$ cat src/rtl/tsp_pkg.sv
package tsp_pkg;

    // Default number of table entries.
    localparam int TSP_TABLE_DEPTH = 64;

    // Tick period and the silent gap after the last entry, in milliseconds.
    localparam logic [15:0] TSP_STEP_MS = 16'd10;
    localparam logic [15:0] TSP_GAP_MS  = 16'd250;

    // One table entry holds the tone in the upper half and the duration in the lower half.
    localparam int TSP_ENTRY_W = 32;

    typedef enum logic [1:0] {
        FUNC_TICK  = 2'd0,
        FUNC_START = 2'd1,
        FUNC_STOP  = 2'd2,
        FUNC_WRITE = 2'd3
    } t_tsp_func;

    typedef struct packed {
        t_tsp_func   func;
        logic [5:0]  entry_index;
        logic [15:0] entry_tone;
        logic [15:0] entry_length;
        logic [6:0]  start_length;
        logic [7:0]  start_volume;
        logic        start_loop;
    } t_tsp_item;

    typedef struct packed {
        logic        active;
        logic        tone_update;
        logic [15:0] tone_freq;
        logic [7:0]  volume;
        logic        mute;
    } t_tsp_result;

endpackage

$ cat src/rtl/tsp_if.sv
// Request channel into the player.
interface tsp_req_if
    import tsp_pkg::*;
();
    logic        valid;
    logic        ready;
    t_tsp_func   func;
    logic [5:0]  entry_index;
    logic [15:0] entry_tone;
    logic [15:0] entry_length;
    logic [6:0]  start_length;
    logic [7:0]  start_volume;
    logic        start_loop;

    modport source (
        output valid, func, entry_index, entry_tone, entry_length,
               start_length, start_volume, start_loop,
        input  ready
    );
    modport sink (
        input  valid, func, entry_index, entry_tone, entry_length,
               start_length, start_volume, start_loop,
        output ready
    );
endinterface

// Result channel out of the player.
interface tsp_rsp_if;
    logic        valid;
    logic        ready;
    logic        active;
    logic        tone_update;
    logic [15:0] tone_freq;
    logic [7:0]  volume;
    logic        mute;

    modport source (
        output valid, active, tone_update, tone_freq, volume, mute,
        input  ready
    );
    modport sink (
        input  valid, active, tone_update, tone_freq, volume, mute,
        output ready
    );
endinterface

$ cat src/rtl/tone_sequence_player.sv
// Tone sequence player.
// Requests arrive on i_req: tick (one 10 ms step), start (length, volume, loop),
// stop, and table write (tone and duration into one slot, taken only while idle).
// Every request produces exactly one result on o_rsp: whether a sequence is active,
// a tone update with frequency and volume, and a mute flag.
// The result is held in the output register from the cycle after the request is
// accepted. Throughput is one request per cycle while the receiver keeps taking
// results; the table entry for the next tick is prefetched from the entry RAM,
// which keeps up that rate (one read port, read issued for the next play index).
// A request is accepted while the output register is empty or being emptied in the
// same cycle; when the receiver stalls, the result is held and i_req.ready drops.
// Reset idles the sequencer and empties the output register; the table contents
// are undefined until written.
module tone_sequence_player
    import tsp_pkg::*;
#(
    parameter int TABLE_DEPTH = TSP_TABLE_DEPTH
) (
    input  logic   i_clk,
    input  logic   i_rst_n,
    tsp_req_if.sink   i_req,
    tsp_rsp_if.source o_rsp
);

    localparam int ADDR_W = (TABLE_DEPTH > 1) ? $clog2(TABLE_DEPTH) : 1;

    logic                   accept;
    t_tsp_item              item;
    t_tsp_result            result;
    logic                   ram_we;
    logic [ADDR_W-1:0]      ram_waddr;
    logic [TSP_ENTRY_W-1:0] ram_wdata;
    logic [ADDR_W-1:0]      ram_raddr;
    logic [TSP_ENTRY_W-1:0] ram_rdata;

    logic        r_out_valid, n_out_valid;
    t_tsp_result r_out;

    // Request handshake.
    assign i_req.ready = !r_out_valid || o_rsp.ready;
    assign accept      = i_req.valid && i_req.ready;

    assign item.func         = i_req.func;
    assign item.entry_index  = i_req.entry_index;
    assign item.entry_tone   = i_req.entry_tone;
    assign item.entry_length = i_req.entry_length;
    assign item.start_length = i_req.start_length;
    assign item.start_volume = i_req.start_volume;
    assign item.start_loop   = i_req.start_loop;

    tsp_core #(
        .TABLE_DEPTH (TABLE_DEPTH)
    ) u_core (
        .i_clk       (i_clk),
        .i_rst_n     (i_rst_n),
        .i_accept    (accept),
        .i_item      (item),
        .o_result    (result),
        .o_ram_we    (ram_we),
        .o_ram_waddr (ram_waddr),
        .o_ram_wdata (ram_wdata),
        .o_ram_raddr (ram_raddr),
        .i_ram_rdata (ram_rdata)
    );

    tsp_ram #(
        .WIDTH (TSP_ENTRY_W),
        .DEPTH (TABLE_DEPTH)
    ) u_table (
        .i_clk   (i_clk),
        .i_we    (ram_we),
        .i_waddr (ram_waddr),
        .i_wdata (ram_wdata),
        .i_raddr (ram_raddr),
        .o_rdata (ram_rdata)
    );

    // Output register valid flag.
    always_comb begin
        n_out_valid = r_out_valid;
        if (accept) begin
            n_out_valid = 1'b1;
        end else if (o_rsp.ready) begin
            n_out_valid = 1'b0;
        end
    end

    always_ff @(posedge i_clk) begin
        if (!i_rst_n) begin
            r_out_valid <= 1'b0;
        end else begin
            r_out_valid <= n_out_valid;
        end
    end

    // Output register payload.
    always_ff @(posedge i_clk) begin
        if (accept) begin
            r_out <= result;
        end
    end

    assign o_rsp.valid       = r_out_valid;
    assign o_rsp.active      = r_out.active;
    assign o_rsp.tone_update = r_out.tone_update;
    assign o_rsp.tone_freq   = r_out.tone_freq;
    assign o_rsp.volume      = r_out.volume;
    assign o_rsp.mute        = r_out.mute;

endmodule

$ cat src/rtl/tsp_ram.sv
// Simple dual-port RAM: one write port, one read port with registered data.
module tsp_ram #(
    parameter  int WIDTH  = 32,
    parameter  int DEPTH  = 64,
    localparam int ADDR_W = (DEPTH > 1) ? $clog2(DEPTH) : 1
) (
    input  logic              i_clk,
    input  logic              i_we,
    input  logic [ADDR_W-1:0] i_waddr,
    input  logic [WIDTH-1:0]  i_wdata,
    input  logic [ADDR_W-1:0] i_raddr,
    output logic [WIDTH-1:0]  o_rdata
);

    logic [WIDTH-1:0] r_mem [DEPTH];
    logic [WIDTH-1:0] r_rdata;

    // Write port.
    always_ff @(posedge i_clk) begin
        if (i_we) begin
            r_mem[i_waddr] <= i_wdata;
        end
    end

    // Read port, old data on a same-address collision.
    always_ff @(posedge i_clk) begin
        r_rdata <= r_mem[i_raddr];
    end

    assign o_rdata = r_rdata;

endmodule

$ cat src/rtl/tsp_core.sv
// Sequencer state and update logic. The table read for the current play index is
// issued early, using the next play index as the read address, so the
// entry is ready whenever the following tick arrives.
module tsp_core
    import tsp_pkg::*;
#(
    parameter  int TABLE_DEPTH = TSP_TABLE_DEPTH,
    localparam int ADDR_W      = (TABLE_DEPTH > 1) ? $clog2(TABLE_DEPTH) : 1,
    localparam int CNT_W       = $clog2(TABLE_DEPTH + 2)
) (
    input  logic                   i_clk,
    input  logic                   i_rst_n,
    input  logic                   i_accept,
    input  t_tsp_item              i_item,
    output t_tsp_result            o_result,
    output logic                   o_ram_we,
    output logic [ADDR_W-1:0]      o_ram_waddr,
    output logic [TSP_ENTRY_W-1:0] o_ram_wdata,
    output logic [ADDR_W-1:0]      o_ram_raddr,
    input  logic [TSP_ENTRY_W-1:0] i_ram_rdata
);

    logic             r_enabled, n_enabled;
    logic [CNT_W-1:0] r_play_index, n_play_index;
    logic [15:0]      r_remaining_ms, n_remaining_ms;
    logic [CNT_W-1:0] r_seq_count, n_seq_count;
    logic [7:0]       r_held_volume, n_held_volume;
    logic             r_loop_on, n_loop_on;

    logic                   r_fwd_hit, n_fwd_hit;
    logic [TSP_ENTRY_W-1:0] r_fwd_data;
    logic [TSP_ENTRY_W-1:0] entry;
    logic                   slot_ok;
    logic                   len_sat;

    // A write that hit the entry being prefetched wins over the stale read data.
    assign entry = r_fwd_hit ? r_fwd_data : i_ram_rdata;

    assign slot_ok = {2'b00, i_item.entry_index} < 8'(TABLE_DEPTH);
    assign len_sat = {1'b0, i_item.start_length} > 8'(TABLE_DEPTH);

    // Next-state and result logic for one request.
    always_comb begin
        n_enabled      = r_enabled;
        n_play_index   = r_play_index;
        n_remaining_ms = r_remaining_ms;
        n_seq_count    = r_seq_count;
        n_held_volume  = r_held_volume;
        n_loop_on      = r_loop_on;
        o_result       = '0;
        o_ram_we       = 1'b0;

        if (i_accept) begin
            case (i_item.func)
                FUNC_TICK: begin
                    if (r_enabled) begin
                        if (r_remaining_ms > TSP_STEP_MS) begin
                            n_remaining_ms = r_remaining_ms - TSP_STEP_MS;
                        end else if (r_play_index == r_seq_count + CNT_W'(1)) begin
                            if (r_loop_on) begin
                                n_play_index   = '0;
                                n_remaining_ms = '0;
                            end else begin
                                n_enabled     = 1'b0;
                                o_result.mute = 1'b1;
                            end
                        end else begin
                            if (r_play_index < r_seq_count) begin
                                o_result.tone_freq = entry[31:16];
                                n_remaining_ms     = entry[15:0];
                            end else begin
                                o_result.tone_freq = '0;
                                n_remaining_ms     = TSP_GAP_MS;
                            end
                            n_play_index         = r_play_index + CNT_W'(1);
                            o_result.volume      = r_held_volume;
                            o_result.tone_update = 1'b1;
                        end
                    end
                end
                FUNC_START: begin
                    n_enabled      = 1'b1;
                    n_seq_count    = len_sat ? CNT_W'(TABLE_DEPTH)
                                             : CNT_W'(i_item.start_length);
                    n_play_index   = '0;
                    n_remaining_ms = '0;
                    n_held_volume  = i_item.start_volume;
                    n_loop_on      = i_item.start_loop;
                    o_result.mute  = 1'b1;
                end
                FUNC_STOP: begin
                    n_enabled     = 1'b0;
                    o_result.mute = 1'b1;
                end
                FUNC_WRITE: begin
                    o_ram_we = !r_enabled && slot_ok;
                end
                default: begin
                    o_ram_we = 1'b0;
                end
            endcase
        end

        o_result.active = n_enabled;
    end

    assign o_ram_waddr = ADDR_W'(i_item.entry_index);
    assign o_ram_wdata = {i_item.entry_tone, i_item.entry_length};
    assign o_ram_raddr = n_play_index[ADDR_W-1:0];
    assign n_fwd_hit   = o_ram_we && (o_ram_waddr == o_ram_raddr);

    // Control state.
    always_ff @(posedge i_clk) begin
        if (!i_rst_n) begin
            r_enabled      <= 1'b0;
            r_play_index   <= '0;
            r_remaining_ms <= '0;
            r_seq_count    <= '0;
            r_held_volume  <= '0;
            r_loop_on      <= 1'b0;
            r_fwd_hit      <= 1'b0;
        end else begin
            r_enabled      <= n_enabled;
            r_play_index   <= n_play_index;
            r_remaining_ms <= n_remaining_ms;
            r_seq_count    <= n_seq_count;
            r_held_volume  <= n_held_volume;
            r_loop_on      <= n_loop_on;
            r_fwd_hit      <= n_fwd_hit;
        end
    end

    // Forwarded write data.
    always_ff @(posedge i_clk) begin
        r_fwd_data <= o_ram_wdata;
    end

    // The play index never runs more than one slot past the gap slot of the sequence.
    a_index_bound: assert property (@(posedge i_clk) disable iff (!i_rst_n)
        r_enabled |-> (r_play_index <= r_seq_count + CNT_W'(1)))
        else $error("play index beyond end of sequence");

    // The sequence length is never longer than the table.
    a_count_bound: assert property (@(posedge i_clk) disable iff (!i_rst_n)
        r_seq_count <= CNT_W'(TABLE_DEPTH))
        else $error("sequence length exceeds table depth");

    // The table is never written while a sequence plays.
    a_write_idle: assert property (@(posedge i_clk) disable iff (!i_rst_n)
        o_ram_we |-> !r_enabled)
        else $error("table written during playback");

    // A start request rewinds the sequence.
    a_start_rewind: assert property (@(posedge i_clk) disable iff (!i_rst_n)
        (i_accept && i_item.func == FUNC_START) |=>
            (r_enabled && r_play_index == '0 && r_remaining_ms == '0))
        else $error("start did not rewind the sequence");

endmodule
$ cat src/flat_wrapper.sv
// flat-port wrapper written by rule: the top's interface ports become plain ports
module tone_sequence_player_flat import tsp_pkg::*;
#(
    parameter int TABLE_DEPTH = TSP_TABLE_DEPTH
)
  (i_clk, i_rst_n, i_req_valid, i_req_func, i_req_entry_index, i_req_entry_tone, i_req_entry_length, i_req_start_length, i_req_start_volume, i_req_start_loop, i_req_ready, o_rsp_valid, o_rsp_active, o_rsp_tone_update, o_rsp_tone_freq, o_rsp_volume, o_rsp_mute, o_rsp_ready);
  tsp_req_if i_req_i ();
  tsp_rsp_if o_rsp_i ();
  input  logic i_clk;
  input  logic i_rst_n;
  input wire logic [$bits(i_req_i.valid)-1:0] i_req_valid;
  input wire logic [$bits(i_req_i.func)-1:0] i_req_func;
  input wire logic [$bits(i_req_i.entry_index)-1:0] i_req_entry_index;
  input wire logic [$bits(i_req_i.entry_tone)-1:0] i_req_entry_tone;
  input wire logic [$bits(i_req_i.entry_length)-1:0] i_req_entry_length;
  input wire logic [$bits(i_req_i.start_length)-1:0] i_req_start_length;
  input wire logic [$bits(i_req_i.start_volume)-1:0] i_req_start_volume;
  input wire logic [$bits(i_req_i.start_loop)-1:0] i_req_start_loop;
  output wire logic [$bits(i_req_i.ready)-1:0] i_req_ready;
  output wire logic [$bits(o_rsp_i.valid)-1:0] o_rsp_valid;
  output wire logic [$bits(o_rsp_i.active)-1:0] o_rsp_active;
  output wire logic [$bits(o_rsp_i.tone_update)-1:0] o_rsp_tone_update;
  output wire logic [$bits(o_rsp_i.tone_freq)-1:0] o_rsp_tone_freq;
  output wire logic [$bits(o_rsp_i.volume)-1:0] o_rsp_volume;
  output wire logic [$bits(o_rsp_i.mute)-1:0] o_rsp_mute;
  input wire logic [$bits(o_rsp_i.ready)-1:0] o_rsp_ready;
  assign i_req_i.valid = i_req_valid;
  assign i_req_i.func = i_req_func;
  assign i_req_i.entry_index = i_req_entry_index;
  assign i_req_i.entry_tone = i_req_entry_tone;
  assign i_req_i.entry_length = i_req_entry_length;
  assign i_req_i.start_length = i_req_start_length;
  assign i_req_i.start_volume = i_req_start_volume;
  assign i_req_i.start_loop = i_req_start_loop;
  assign i_req_ready = i_req_i.ready;
  assign o_rsp_valid = o_rsp_i.valid;
  assign o_rsp_active = o_rsp_i.active;
  assign o_rsp_tone_update = o_rsp_i.tone_update;
  assign o_rsp_tone_freq = o_rsp_i.tone_freq;
  assign o_rsp_volume = o_rsp_i.volume;
  assign o_rsp_mute = o_rsp_i.mute;
  assign o_rsp_i.ready = o_rsp_ready;
  tone_sequence_player #(.TABLE_DEPTH(TABLE_DEPTH)) u_core (.i_clk(i_clk), .i_rst_n(i_rst_n), .i_req(i_req_i), .o_rsp(o_rsp_i));
endmodule
$ cat config.mk
export PLATFORM = sky130hd
export DESIGN_NAME = tone_sequence_player_flat
export DESIGN_NICKNAME = d
export VERILOG_FILES = /design/src/rtl/tsp_pkg.sv /design/src/rtl/tsp_if.sv /design/src/rtl/tone_sequence_player.sv /design/src/rtl/tsp_ram.sv /design/src/rtl/tsp_core.sv /design/src/flat_wrapper.sv
export SDC_FILE = /design/constraint.sdc
export NUM_CORES = 2
export LEC_CHECK = 0
export BUFFER_PORTS_ARGS = -buffer_cell sky130_fd_sc_hd__buf_2
export CORE_AREA = 2 2 365 367
export CTS_BUF_LIST = sky130_fd_sc_hd__clkbuf_8
export DETAILED_ROUTE_END_ITERATION = 10
export DIE_AREA = 0 0 367 369
export PLACE_DENSITY = 0.78
export SLEW_MARGIN = 20
export SYNTH_ARGS = -nofsm -noshare
export SYNTH_HDL_FRONTEND = slang
export SYNTH_SLANG_ARGS = --single-unit
$ cat constraint.sdc
create_clock -name i_clk -period 4.8 [get_ports i_clk]
set_input_delay 0.96 -clock i_clk [delete_from_list [all_inputs] [get_ports i_clk]]
set_output_delay 0.96 -clock i_clk [all_outputs]
set_load 0.01 [all_outputs]
# == Word-level counts from Yosys, hierarchy flattened ==
# Memory sizes are Yosys's and may differ from the RTL's. A register that Yosys moved wholly into a read port is not among the register bits.
# Cells that the tools add are included.
# classes
addsub,3
n_lt_le_gt_ge,3
eq_ne,9
mux,33
bitwise,3
n_reduce_logical,15
# op_table
cell,n
2-to-1 mux 16 bit,6
2-to-1 mux 7 bit,5
2-to-1 mux 32 bit,1
one-hot mux 16 bit (2 select lines),1
2-to-1 mux 25 bit,1
greater-than comparator 16 x 4 -> 1 bit (second input constant),1
subtractor 16 x 4 -> 16 bit (second input constant),1
2-to-1 mux 1 bit,15
adder 7 x 1 -> 7 bit (second input constant),2
one-hot mux 7 bit (2 select lines),1
equality test 7 bit,1
greater-than comparator 7 bit (second input constant),1
less-than comparator 7 bit,1
equality test 6 bit,1
2-to-1 mux 6 bit,1
AND reduction 5 bit,1
OR reduction 5 bit,1
equality test 2 bit (second input constant),2
inequality test 2 bit (second input constant),2
inequality test 4 bit (second input constant),1
AND reduction 4 bit,1
nonzero test 2 bit,2
OR reduction 4 bit,1
inequality test 3 bit (second input constant),1
other kinds (11),15
# totals
regBits,101
mem_bits_rw,2048
input_bits,60
out_inout_bits,29
word_cells,82
mem_count,1
# memory_table
name,depth,word_bits,rd,rd_ports_with_merged_regs,wr,line_no,source
u_core.u_table.r_mem,64,32,1,1,1,tsp_ram.sv:15,logic [WIDTH-1:0] r_mem [DEPTH];

# == Depth between registers and ports, before layout ==
# logic_depth
depth_word,9
ltp_mapped,18
depth_no_buf,12

# == Hierarchy ==
# Synthesis repeated with hierarchy kept, for this count alone.
# unflattened
cells_unflattened,3849
area_unflattened_um2,83606.4
# modules_own_cells
module,instances,cells_per_inst,area_per_inst_um2,seq_area_each_um2
tsp_ram,1,3324,78515.3,62139.6
tsp_core,1,493,4222.8,1461.4
tone_sequence_player,1,32,868.3,830.8

# == Least setup slack after synthesis ==
# OpenSTA, ideal clock, no wires.
# synth_timing
kind,input to register
start,input port o_rsp_ready
end,register u_core.u_table.r_rdata[10] (netlist: u_core.u_table.o_rdata[10]) (read register of u_core.u_table.r_mem)
setup_ps,141
arrival_time_ps,4103
required_ps,4659
slack_ps,556
cell_stages,14
n_path_buf,2
cell_sequence,nor2b_1 -> inv_1 -> nand2_1 -> clkinv_1 -> nand3_1 -> nor2_1 -> a211oi_2 -> nor2_2 -> nand3_2 -> buf_2 -> clkbuf_1 -> o22ai_1 -> nor4_1 -> o2111ai_1
# synth_via
elab_chain_cells,3
# synth_rtl
item,line_no,source
start: declaration,flat_wrapper.sv:26,input wire logic [$bits(o_rsp_i.ready)-1:0] o_rsp_ready;
logical OR 1 bit,tone_sequence_player.sv:40,assign i_req.ready = !r_out_valid || o_rsp.ready;
net i_req_ready,flat_wrapper.sv:19,output wire logic [$bits(i_req_i.ready)-1:0] i_req_ready;
logical AND 1 bit,tone_sequence_player.sv:41,assign accept = i_req.valid && i_req.ready;
net u_core.accept,tone_sequence_player.sv:27,logic accept;
2-to-1 mux 6 bit,tsp_core.sv:53,if (i_accept) begin
end: declaration,tsp_ram.sv:16,logic [WIDTH-1:0] r_rdata;
# The timed path passes the listed nets, and every way through them passes these cells.
# A chain may end at the register's enable or synchronous reset.

# == Final worst setup path ==
# layout_timing
start,register u_core.u_core.r_seq_count[1]
end,register u_core.u_table.r_rdata[2] (netlist: u_core.u_table.o_rdata[2]) (read register of u_core.u_table.r_mem)
# layout_via
elab_chain_cells,7
# layout_rtl
item,line_no,source
start: declaration,tsp_core.sv:26,"logic [CNT_W-1:0] r_seq_count, n_seq_count;"
start signal: assignment,tsp_core.sv:126,r_seq_count <= n_seq_count;
adder 7 x 1 -> 7 bit,tsp_core.sv:59,end else if (r_play_index == r_seq_count + CNT_W'(1)) begin
equality test 7 bit,tsp_core.sv:59,
2-to-1 mux 7 bit,tsp_core.sv:59,
2-to-1 mux 7 bit,tsp_core.sv:57,if (r_remaining_ms > TSP_STEP_MS) begin
2-to-1 mux 7 bit,tsp_core.sv:56,if (r_enabled) begin
one-hot mux 7 bit (2 select lines),tsp_core.sv:54,case (i_item.func)
2-to-1 mux 6 bit,tsp_core.sv:53,
# Every way passes these cells. The select of a mux whose other input is x is not followed.

==> out/qor.txt <==
Synth async-reset ratio - 0%
Net Sw Frac - 21.3%
Die area - 0.135 mm^2
XOR/XNOR Fraction of Synth Area - 0.196%
Total GRT Usage - 34.4%
Inserted Clock Buffers - 347
Routed vias - 51,910
CP max stage delay - 0.69 ns
Clk sinks - 2,181
Sw Pwr - 7.76 mW
Ys Warns - 0
CTS tree - built
Internal power - 28.6 mW
Syn Area/Cell - 16.3 um^2
Crit Path Class - reg -> reg
Worst-margin pin slew - 1.15 ns
Leading cell types in the layout, fill and taps excluded - edfxtp_1, mux2i_1, nand2_1
Clock share of power - 39.6%
Standard-cell row count - 133
WL per Instance - 30.4 um
Initial Util - 64.9%
Area growth from synthesis to layout - 14.3%
CP Capture Type - flop
Sequential share of the synthesized area - 75.7%
Max Slew Vio Count - 0
Area of the multi-input gates - 0.0199 mm^2
Worst-path fanout max - 46
Hold Path Origin - i_req_start_volume[3]
Final non-filler cell total - 7,708
Slowest cell on crit path - nor4_1
Worst-path clk slew - 0.06 ns
Largest net degree at the start of global routing - 70
Register bit total from synthesis - 2,181
Hold Fails Final Rpt - 0
Leading cell type in the layout, fill and taps excluded - edfxtp_1
Layout cells sized above 1 - 16.9%
Placed cell count - 7,091
RR Startpoint - u_core.u_core.r_seq_count[1]$_SDFFE_PN0P_
Pwr Total - 36.4 mW
Final period util - 99.7%
First-pass GRT wire length - 336 mm
Synthesized instance count - 5,210
Syn nets - 5,284
Worst-Skew Late Latency - 1.07 ns
CP arrival - 5.71 ns
Vias/cell - 6.73
# fillers - 7,542
Fmax - 209 MHz
Core ar. - 0.131 mm^2
P per Cell Area - 374 mW/mm^2
Static Leak - 30.6 nW
Initial DRC count - 7,988
Drc violations - 0
Clock Path Buffers - 4
Gate power share - 2.9%
DRT antenna net count - 0
Period minus WS final - 4.78 ns
Mapped Area - 0.0851 mm^2
Unique masters post-synth - 76
Worst endpoint required time - 5.73 ns
Reg power frac - 57.5%
Post-CTS setup buffer count - 0
Top_reg_cell synth - edfxtp_1
Worst hold path class - in -> reg
Register area - 0.0644 mm^2
Worst IR Drop VDD - 0.409 mV
Largest family of logic cells by synthesized area - multiplexers
Vias in the first global route - 50,227
Gp weighted congestion - 0.937
Crit path cell chain - ha_2 -> or3b_2 -> a21oi_1 -> o211ai_1 -> a211oi_2 -> o211ai_1 -> buf_4 -> nand2_4 -> buf_12 -> a2111oi_0 -> nor4_1 -> buf_4 -> a31oi_1 -> or4_1
Post-Synth Adder-Cell Area - 0.206%
Worst slew margin - 23.3%
Die height - 369 um
Compound-Gate Fraction of Synth Area - 7.11%
CP startpoint kind - flop
Root Buffer - clkbuf_8
IO Pins - 89
GR Overflow Total - 0
Total of max-cap violations - 0
Final HPWL DP - 136 mm
Final wirelength - 234 mm
Mux contribution to synthesized area - 9.52%
Die Wd - 367 um
I/O Buffers - 88
Critical Path Start - u_core.u_core.r_seq_count[1]$_SDFFE_PN0P_
Initial antenna violation count - 13
Outcome - complete, no violations
Drt first pass iters - 8
Post-synthesis simple-gate area fraction - 5.49%
Final setup fails - 0
# nets final - 5,760
H-tree levels - 5
EDFF count, synth - 2,075
Hold_buf cts - 0
Layout Skew - 0.0864 ns
-- cell usage after synthesis (all sizes together), types with 5 or more instances --
master	number	area share (%)
a2111oi	161	1.7
a211oi	16	0.15
a21boi	27	0.24
a21oi	22	0.13
a221oi	7	0.072
a22oi	13	0.11
a31o	56	0.58
a31oi	16	0.12
a32oi	6	0.062
and2	20	0.15
and3	9	0.066
buf	171	1.0
clkbuf	149	0.66
dfxtp	106	2.5
edfxtp	2075	73
ha	14	0.21
inv	21	0.093
mux2	6	0.079
mux2i	803	9.4
nand2	614	2.7
nand3	113	0.71
nand3b	9	0.079
nand4	5	0.037
nor2	107	0.47
nor2b	15	0.11
nor3	95	0.56
nor4	42	0.33
o2111ai	30	0.31
o211ai	8	0.071
o21a	6	0.053
o21ai	21	0.13
o221ai	7	0.079
o22a	108	1.1
o22ai	229	1.7
o41ai	28	0.29
or3	7	0.051
or4	11	0.097
xnor2	13	0.13
xor2	6	0.062
-- cells by family after synthesis --
family / after synthesis
flops: 2181
simple gates: 1059
mux: 809
compound gates: 786
buf+inv: 342
xor+xnor: 19
fa+ha+maj: 14
-- worst paths after layout --
check / endpoint / slack, ns / cells past startpoint
worst max-delay path: u_core.u_table.o_rdata[2]$_DFF_P_ / 0.02 / 14
worst min-delay path: u_core.u_core.r_held_volume[3]$_SDFFE_PN0P_ / 0.18 / 3
worst max register to register: u_core.u_table.o_rdata[2]$_DFF_P_ / 0.02 / 14
worst min register to register: u_core.u_core.r_held_volume[7]$_SDFFE_PN0P_ / 0.47 / 2
-- power by group through the flow --
stage / registers [mW] / logic (mW) / clock network [mW]
floorplan: 21.3 / 0.457 / 0
global route: 20.9 / 1.13 / 15.3
detailed placement: 21.3 / 1.03 / 0
global placement: 21.3 / 0.998 / 0
CTS: 20.9 / 1.03 / 14.5
finish: 20.9 / 1.06 / 14.4
-- cell type report --
class                   count  share of cell area [%]
clock inverters           227                    1.02
flip-flops and latches   2181                    66.2
multi-input cells        2687                    20.5
well taps                1755                    2.26
repair buffers            447                    4.45
diodes                      6                  0.0154
inverters                  22                  0.0849
clock buffers             383                    5.42
-- layer usage --
layer | track usage [%] | up-vias | part of all wire [%]
met5 | 0 | - | 0.033
met4 | 16.2 | 14 | 4.8
met3 | 8.36 | 620 | 13
met2 | 52.4 | 3826 | 46
met1 | 47.3 | 25780 | 36
li1 | - | 21670 | -
-- registers in the layout, summed over array words and instances (netlist names) --
name / cells
u_core.u_core.r_held_volume: 8
u_core.u_core.r_seq_count: 7
u_core.u_core.r_loop_on: 1
u_core.o_rsp.volume: 8
u_core.u_core.r_play_index: 7
u_core.u_table.o_rdata: 32
u_core.u_core.r_fwd_hit: 1
u_core.o_rsp.mute: 1
u_core.o_rsp.tone_freq: 16
u_core.o_rsp.valid: 1
u_core.o_rsp.tone_update: 1
u_core.u_core.r_enabled: 1
u_core.u_core.r_fwd_data: 32
u_core.u_table.r_mem: 2048
u_core.u_core.r_remaining_ms: 16
u_core.o_rsp.active: 1
-- stage by stage --
stage | instance area, um^2 | util, % | TNS (ns) | hold slack, ns | worst slack, ns
6_report | 97300 | 74.2 | 0 | 0.183 | 0.0153
5_1_grt | 97200 | 74.2 | -0.0356 | 0.148 | -0.0356
4_1_cts | 97000 | 74.0 | 0 | 0.111 | 0.00396
3_5_place_dp | 90700 | 69.2 | -2.81 | 0.462 | -0.343
3_3_place_gp | 90700 | 69.2 | -2.16 | 0.450 | -0.477
2_1_floorplan | 85100 | - | 0 | 0.439 | 0.556
-- worst max-delay path: cells and delay by family (launching register included) --
kind            cells  cell delay, ns
fa+ha+maj           1            0.31
simple gates        4            1.91
flops               1            0.46
buf+inv             3            0.70
compound gates      6            1.26
-- repair_timing --
item                                    4_1_cts  5_1_grt
gates resized for setup                       9       29
endpoints found under the setup margin        7       25
cloned                                        0        1
Note: power is estimated with default switching activity, not from simulation.
